--- src/rtl/core/rnct_ram.sv ---
// ----------------------------------------------------------------------------
// rnct_ram
// Simple dual-port RAM, one write port, one read port with registered data.
// ----------------------------------------------------------------------------
module rnct_ram #(
    parameter int WIDTH = 8,
    parameter int DEPTH = 16
) (
    input  logic                     aclk,
    input  logic                     we,
    input  logic [$clog2(DEPTH)-1:0] waddr,
    input  logic [WIDTH-1:0]         wdata,
    input  logic [$clog2(DEPTH)-1:0] raddr,
    output logic [WIDTH-1:0]         rdata
);

    logic [WIDTH-1:0] mem [DEPTH];
    logic [WIDTH-1:0] rdata_reg;

    // write and registered read
    always_ff @(posedge aclk) begin
        if (we) begin
            mem[waddr] <= wdata;
        end
        rdata_reg <= mem[raddr];
    end

    assign rdata = rdata_reg;

endmodule

--- config.mk ---
export PLATFORM = sky130hd
export DESIGN_NAME = rnct_ram
export DESIGN_NICKNAME = d
export VERILOG_FILES = /design/src/rtl/core/rnct_ram.sv
export SDC_FILE = /design/constraint.sdc
export NUM_CORES = 1
export LEC_CHECK = 0
export BUFFER_PORTS_ARGS = -buffer_cell sky130_fd_sc_hd__clkbuf_2
export CAP_MARGIN = 20
export CORE_ASPECT_RATIO = 0.75
export CORE_MARGIN = 2
export CORE_UTILIZATION = 50
export DETAILED_ROUTE_END_ITERATION = 7
export PLACE_DENSITY = 0.67
export SKIP_CTS_REPAIR_TIMING = 1
export SYNTH_ARGS = -nofsm -noshare
export SYNTH_HDL_FRONTEND = slang
export SYNTH_SLANG_ARGS = --single-unit
--- constraint.sdc ---
create_clock -name aclk -period 1.6 [get_ports aclk]
set_input_delay 0 -clock aclk [delete_from_list [all_inputs] [get_ports aclk]]
set_output_delay 0 -clock aclk [all_outputs]
set_load 0.05 [all_outputs]
==> flow_summary.ini, run 1 <==
[power_and_ir_drop]
comb_power_share_pct = 5.5
report.power.total_mw = 8.09
pwr-share-clk_pct = 44.9
ir_drop_uv = 716
p_seq_share_pct = 49.6
p_sw_mw = 1.68
power_density_nw_per_um2 = 1330
internal_power_mw = 6.41
leakagePower_nw = 2.10
sw_frac_of_total_pct = 20.8

[global_route]
grt_overflow = 0
antenna_found_initial = 0
first_global_vias = 2478
grt_usage_pct = 19.3
grt_start_max_net_pins = 33
grt_pass1_wl_mm = 14.9

[floorplan]
io_pins = 26
chipWidth_um = 121
die_h_um = 91.9
core_area_um2 = 10200
dieArea_um2 = 11100
initial_core_util_pct = 50.6
num_rows = 32

[sta]
rsz0062_at_grt = no
period_share_pct = 87.4
finalHoldViolCount = 0
worst_pin_slew_ns = 0.430
maxSlewViolCount = 0
setup_viol = 0
hold_ws_ns = 0.0267
clock_skew_ns = 0.00696
max-slew-margin-rel_pct = 71.3
fin_tns_setup_ns = 0
finalCriticalPeriod_ns = 1.40
fmax_ghz = 0.715

[routing]
postRouteAntennaNets = 0
routedWlPerCell_um = 22.2
first_iter_violations = 291
avgViaCountPerCell = 5.65
vias = 2450
drt_pass1_iterations = 4
wirelength_mm = 9.64
drc_errors = 0

[cells_and_area]
utilization_pct = 60.1
largest_register_ffs = 128
fin_cells = 434
fin_nets = 303
diodes = 0
syn2layout_area_growth_pct = 18.6
drive_above_1_share_pct = 32.2
nFillCells = 741

[min_path]
hold_start = wdata[5]
whs_path_depth = 1
min_delay_worst_endpoint = mem[6][5]
hold_class = primary input to register

[worst_setup_path]
path_cells = mux4_1 -> a22oi_1 -> nand2_1
worstReg2RegStart = mem[3][0]
critPathKind = register to register
crit_family = multiplexers
cp_data_arrival_time_ns = 1.68
critPathMaxStageDelay_ns = 0.50
cp.buffers_inverters = 0
crit_required_ns = 1.88
crit_path_top_delay_cell = mux4_1
r2r_slack_ns = 0.20
worst_setup_path_end_kind = register
r2r-end = rdata[0]
crit_fanout = 1
start_kind = register
rr_worst_depth = 3

[logic_synthesis]
synthTopCellsByArea = edfxtp_1, mux4_2, mux4_1
syn_nets = 247
yosysWarnings = 0
yosysSeqAreaShare_pct = 77.8
syn_area_per_cell_um2 = 22.5
synth_top_area_cell = edfxtp_1
yosysTopAreaCellShare_pct = 74.7
synth_cell_types = 19
syn_area_um2 = 5150
yosys_register_bits = 136
netlist_instances = 229

[clock_tree]
clkLatencyLatePin_ns = 0.40
numCtsBuffers = 17
root_buffer = clkbuf_16
clk_pin_slew_worst_paths_ns = 0.05
cts_sinks = 136
cts.htree.levels = 4
tritoncts = yes
cts_buffer_depth = 2

[placement]
dp_cells = 402
routabilityCongestion = 0.694
portBuffers = 25

[run_status]
status = completed

[run]
maxCapViolCount = 0
## cell usage after synthesis
cell	count
a22oi_1	16
and2_1	1
and2b_1	1
buf_2	3
buf_4	1
buf_6	3
clkdlybuf4s25_2	3
dfxtp_1	8
edfxtp_1	128
mux4_1	14
mux4_2	18
nand2_1	9
nand2b_1	2
nand3_1	1
nand3b_1	2
nor2_1	13
nor2b_1	1
nor3_1	4
or3b_2	1
## cell families (layout without fill, tap and decap cells)
family                 Yosys count  in the layout  share of synthesized area [%]
AO/OA/AOI/OAI                   16             16                           2.33
multiplexers                    32             32                           15.0
buffers and inverters           10             79                           1.68
flip-flops                     136            136                           77.8
AND/OR/NAND/NOR                 35             35                           3.18
## layout by cell type, fill, tap and decap left out
cell	count
clkbuf_2	25
nor2_1	13
clkinv_2	7
and2b_1	1
nand3_1	1
buf_12	2
nand3b_1	2
bufinv_16	2
nand2b_1	2
inv_6	1
nor3_1	4
clkinvlp_4	2
buf_4	20
clkinv_4	1
mux4_1	14
or3b_2	1
clkinv_1	2
a22oi_1	16
dfxtp_1	8
clkbuf_16	17
and2_1	1
nand2_1	9
edfxtp_1	128
nor2b_1	1
mux4_2	18
## power by group through the flow
stage	combinational [mW]	clock (mW)	sequential [mW]
CTS	0.455	3.69	4.01
finish	0.449	3.63	4.01
floorplan	0.202	0	4.16
detailed placement	0.454	0	4.08
global route	0.486	3.85	4.02
global placement	0.445	0	4.08
## routing by layer
layer	GRT usage, %	part of all wire, %	up-vias
met4	5.75	0.65	0
met2	26.6	46	89
met1	29.8	46	1273
met5	0	0	-
li1	-	-	1084
met3	6.16	7.8	4
## worst max path at each step
| stage | from | end | slack (ns) | depth (start not counted) |
|---|---|---|---|---|
| 4_1_cts | mem[3][0] | rdata[0] | 0.21 | 3 |
| 5_1_grt | mem[3][0] | rdata[0] | 0.14 | 3 |
| 2_1_floorplan | waddr[2] | mem[0][0] | 0.11 | 2 |
| 3_5_place_dp | raddr[0] | rdata[0] | 0.07 | 5 |
| 3_3_place_gp | raddr[0] | rdata[0] | 0.1 | 5 |
| 6_report | mem[3][0] | rdata[0] | 0.20 | 3 |
## per-stage QoR
| stage | worst slack (ns) | area, um^2 |
|---|---|---|
| 2_1_floorplan | 0.107 | 5150 |
| 3_3_place_gp | 0.0987 | 5550 |
| 3_5_place_dp | 0.0650 | 5550 |
| 4_1_cts | 0.212 | 6110 |
| 5_1_grt | 0.141 | 6110 |
| 6_report | 0.202 | 6110 |
## layout make-up
cell class | count | area, um^2 | area share [%]
flip-flops and latches | 136 | 4000 | 65.6
well taps | 136 | 170 | 2.79
multi-input cells | 83 | 1060 | 17.3
clock buffers | 17 | 425 | 6.97
clock inverters | 15 | 135 | 2.21
repair buffers | 47 | 315 | 5.16
Note: power is estimated with default switching activity, not from simulation.
==> run 2, diff against run 1 <==
--- a/config.mk
+++ b/config.mk
@@ -10,6 +10,7 @@
 export CORE_ASPECT_RATIO = 0.75
 export CORE_MARGIN = 2
 export CORE_UTILIZATION = 50
+export CTS_BUF_LIST = sky130_fd_sc_hd__clkbuf_4
 export DETAILED_ROUTE_END_ITERATION = 7
 export PLACE_DENSITY = 0.67
 export SKIP_CTS_REPAIR_TIMING = 1
==> run 2 against run 1 <==
Compared with the run above:
- worst hold slack improved by 0.034 ns
- sequential power barely moved
- sequential share of layout area rose by 2.4 points
- via count rose by 1.1%
- register-to-register slack barely moved
- largest cell class unchanged
- highest routed layer unchanged
==> flow_summary.ini, run 2 (same netlist as run 1, synthesis figures left out) <==
[sta]
fin_tns_setup_ns = 0
finalHoldViolCount = 0
worst_pin_slew_ns = 0.403
fmax_ghz = 0.719
clock_skew_ns = 0.0163
finalCriticalPeriod_ns = 1.39
setup_viol = 0
maxSlewViolCount = 0
max-slew-margin-rel_pct = 73.2
period_share_pct = 87.0
rsz0062_at_grt = no

[placement]
routabilityCongestion = 0.694
portBuffers = 25
place_area_um2 = 5550

[worst_setup_path]
cp_data_arrival_time_ns = 1.78
r2r-end = rdata[0]
r2r_slack_ns = 0.21
crit_required_ns = 1.99
critPathKind = register to register
worstReg2RegStart = mem[3][0]
rr_worst_depth = 3
start_kind = register
crit_fanout = 1
worst_setup_path_end_kind = register

[clock_tree]
clkLatencyLatePin_ns = 0.51
root_buffer = clkbuf_4
numCtsBuffers = 17
tritoncts = yes
cts.htree.levels = 4
cts_buffer_depth = 2
cts_sinks = 136
clk_pin_slew_worst_paths_ns = 0.12

[cells_and_area]
fin_nets = 311
diodes = 0
largest_register_ffs = 128
drive_above_1_share_pct = 31.4
layout_commonest_cell = edfxtp_1
mostFrequentLayoutCells = edfxtp_1, clkbuf_2, buf_4
fin_area_um2 = 5890
syn2layout_area_growth_pct = 14.4

[run]
maxCapViolCount = 0

[routing]
first_iter_violations = 322
avgViaCountPerCell = 5.61
drc_errors = 0
vias = 2478
wirelength_mm = 9.71
postRouteAntennaNets = 0
drt_pass1_iterations = 4
routedWlPerCell_um = 22.0

[floorplan]
dieArea_um2 = 11100
num_rows = 32
die_h_um = 91.9
core_area_um2 = 10200
initial_core_util_pct = 50.6
io_pins = 26
chipWidth_um = 121

[min_path]
whs_path_depth = 5
hold_class = primary input to register
min_delay_worst_endpoint = rdata[6]
hold_start = raddr[3]

[global_route]
grt_overflow = 0
grt_pass1_wl_mm = 14.7
first_global_vias = 2471
grt_start_max_net_pins = 33
antenna_found_initial = 0
grt_usage_pct = 19.2

[power_and_ir_drop]
power_density_nw_per_um2 = 1110
ir_drop_uv = 462
leakagePower_nw = 2.00

[run_status]
status = completed
## run 2: cell count changes in the layout (fill, tap and decap cells not counted)
cell and change:
dlygate4sd3_1 +8, clkbuf_16 -17, clkbuf_4 +17
## run 2: cell type report
| class | instances | area [um^2] |
|---|---|---|
| fill | 780 | 4280 |
| sequential | 136 | 4000 |
| multi-input combinational | 83 | 1060 |
| timing repair buffer | 55 | 395 |
| tap | 136 | 170 |
| clock inverter | 15 | 135 |
| clock buffer | 17 | 128 |
## run 2: through the flow
| stage | utilization [%] | std cells | hold WS (ns) | power [mW] | worst slack, ns |
|---|---|---|---|---|---|
| after floorplan | - | 229 | 0.0989 | 4.36 | 0.107 |
| after global placement | 54.5 | 402 | 0.426 | 4.53 | 0.0987 |
| after detailed placement | 54.5 | 402 | 0.449 | 4.54 | 0.0650 |
| after CTS | 57.1 | 434 | -0.135 | 6.60 | 0.199 |
| after global routing | 57.9 | 442 | 0.0314 | 6.81 | 0.123 |
| final | 57.9 | 442 | 0.0607 | 6.55 | 0.208 |
## run 2: power breakdown
group / switching (mW) / internal, mW / leakage [nW]
logic: 0.287 / 0.177 / 0.633
registers: 0.0260 / 3.98 / 1.22
clock network: 1.18 / 0.902 / 0.146
total: 1.49 / 5.06 / 2.00
## run 2: worst max-delay path by stage
stage                     startpoint   endpoint  slack, ns  cells past startpoint
final                      mem[3][0]   rdata[0]       0.21                      3
after global placement      raddr[0]   rdata[0]        0.1                      5
after global routing       mem[3][0]   rdata[0]       0.12                      3
after floorplan             waddr[2]  mem[0][0]       0.11                      2
after detailed placement    raddr[0]   rdata[0]       0.07                      5
after CTS                  mem[3][0]   rdata[0]       0.20                      3
## run 2: worst max-delay path: stages, from the launching register on
cell and delay, ns:
edfxtp_1 0.39, mux4_1 0.49, a22oi_1 0.30, nand2_1 0.10
## run 2: metal layers
layer / track usage, % / wire length [um] / vias to the layer above
met4: 4.60 / 30 / 0
met1: 29.5 / 4650 / 1291
met3: 7.09 / 540 / 2
li1: - / - / 1107
met2: 26.5 / 4480 / 78
met5: 0 / 0 / -
==> run 3, diff against run 2 <==
--- a/config.mk
+++ b/config.mk
@@ -13,6 +13,7 @@
 export CTS_BUF_LIST = sky130_fd_sc_hd__clkbuf_4
 export DETAILED_ROUTE_END_ITERATION = 7
 export PLACE_DENSITY = 0.67
+export RECOVER_POWER = 100
 export SKIP_CTS_REPAIR_TIMING = 1
 export SYNTH_ARGS = -nofsm -noshare
 export SYNTH_HDL_FRONTEND = slang
==> run 3 against run 2 <==
Compared with the run above:
- sequential cell count did not move
- design area shrank 1.4%
- critical path depth down 2
- final cell count stayed put
- clock skew grew 0.0048 ns
==> flow_summary.ini, run 3 (same netlist as run 1, synthesis figures left out) <==
[floorplan]
io_pins = 26
die_h_um = 91.9
num_rows = 32
dieArea_um2 = 11100
chipWidth_um = 121
initial_core_util_pct = 50.6
core_area_um2 = 10200

[worst_setup_path]
cp_data_arrival_time_ns = 1.40
path_cells = clkbuf_1
critPathKind = register to output port
crit_fanout = 1
worst_setup_path_end_kind = output port
crit_family = buffers and inverters
crit_path_top_delay_cell = clkbuf_1
crit_required_ns = 1.60
start_kind = register
critPathMaxStageDelay_ns = 0.50
cp.buffers_inverters = 1

[run]
maxCapViolCount = 0

[sta]
rsz0062_at_grt = no
maxSlewViolCount = 0
worst_pin_slew_ns = 0.708
fin_tns_setup_ns = 0
fmax_ghz = 0.715
period_share_pct = 87.5
finalHoldViolCount = 0
setup_viol = 0
max-slew-margin-rel_pct = 52.8
finalCriticalPeriod_ns = 1.40
hold_ws_ns = 0.0532
clock_skew_ns = 0.0211

[power_and_ir_drop]
leakagePower_nw = 1.87
comb_power_share_pct = 6.8
power_density_nw_per_um2 = 1130
pwr-share-clk_pct = 31.8
internal_power_mw = 5.04
sw_frac_of_total_pct = 22.8
p_seq_share_pct = 61.3
ir_drop_uv = 462
p_sw_mw = 1.49

[global_route]
grt_start_max_net_pins = 33
antenna_found_initial = 0
grt_usage_pct = 19.2
first_global_vias = 2471
grt_overflow = 0
grt_pass1_wl_mm = 14.7

[cells_and_area]
diodes = 0
fin_nets = 311
nFillCells = 802
syn2layout_area_growth_pct = 12.8
mostFrequentLayoutCells = edfxtp_1, clkbuf_1, mux4_2
largest_register_ffs = 128
fin_area_um2 = 5800
drive_above_1_share_pct = 19.6
layout_commonest_cell = edfxtp_1

[routing]
first_iter_violations = 335
routedWlPerCell_um = 21.8
avgViaCountPerCell = 5.59
drc_errors = 0
drt_pass1_iterations = 4
postRouteAntennaNets = 0
wirelength_mm = 9.66
vias = 2469

[clock_tree]
root_buffer = clkbuf_4
cts_sinks = 136
clkLatencyLatePin_ns = 0.51
cts.htree.levels = 4
tritoncts = yes
cts_buffer_depth = 2
numCtsBuffers = 17
clk_pin_slew_worst_paths_ns = 0.12

[min_path]
hold_class = primary input to register

[placement]
portBuffers = 25
place_area_um2 = 5550
routabilityCongestion = 0.694

[run_status]
status = completed
[run 3: changes by cell type in the layout (fill, tap and decap cells not counted), sizes merged]
cell	delta
buf	-16
clkbuf	+16
[run 3: area by class of cell]
cell class	count	area [um^2]	share of cell area [%]
Clock inverter	15	135	2.33
Multi-Input combinational cell	83	1060	18.2
Timing Repair Buffer	55	310	5.35
Sequential cell	136	4000	69.0
Clock buffer	17	128	2.20
Tap cell	136	170	2.93
[run 3: metal layers]
layer,wire length (um),GRT usage [%],vias up
met3,809,7.09,2
met5,0,0,-
met1,4410,29.5,1261
met2,4410,26.5,100
met4,30,4.60,0
li1,-,-,1106
[run 3: power by group through the flow]
stage | Clock, mW | Sequential [mW] | Combinational [mW]
2_1_floorplan | 0 | 4.16 | 0.202
3_3_place_gp | 0 | 4.08 | 0.445
3_5_place_dp | 0 | 4.08 | 0.454
4_1_cts | 2.14 | 4.00 | 0.455
5_1_grt | 2.29 | 4.01 | 0.487
6_report | 2.08 | 4.00 | 0.447
[run 3: worst paths after layout]
| kind | start | cells after the start | endpoint | slack (ns) |
|---|---|---|---|---|
| min reg2reg | mem[4][6] | 3 | rdata[6] | 0.67 |
| max reg2reg | mem[2][0] | 3 | rdata[0] | 0.21 |
| max | rdata[5] | 1 | rdata[5] | 0.20 |
| min | raddr[3] | 5 | rdata[6] | 0.05 |
[run 3: worst register-to-register path, delay by kind of cell, from the launching register on]
kind	cells	cell delay, ns
AOI/OAI and AO/OA	1	0.30
DFF	1	0.38
muxes	1	0.50
and+or+nand+nor	1	0.10
[run 3: stage by stage]
stage	power [mW]	instances	setup slack, ns	util, %
after global routing	6.79	442	0.109	57.1
after CTS	6.60	434	0.199	57.1
after floorplan	4.36	229	0.107	-
after global placement	4.53	402	0.0987	54.5
after detailed placement	4.54	402	0.0650	54.5
final	6.53	442	0.201	57.1
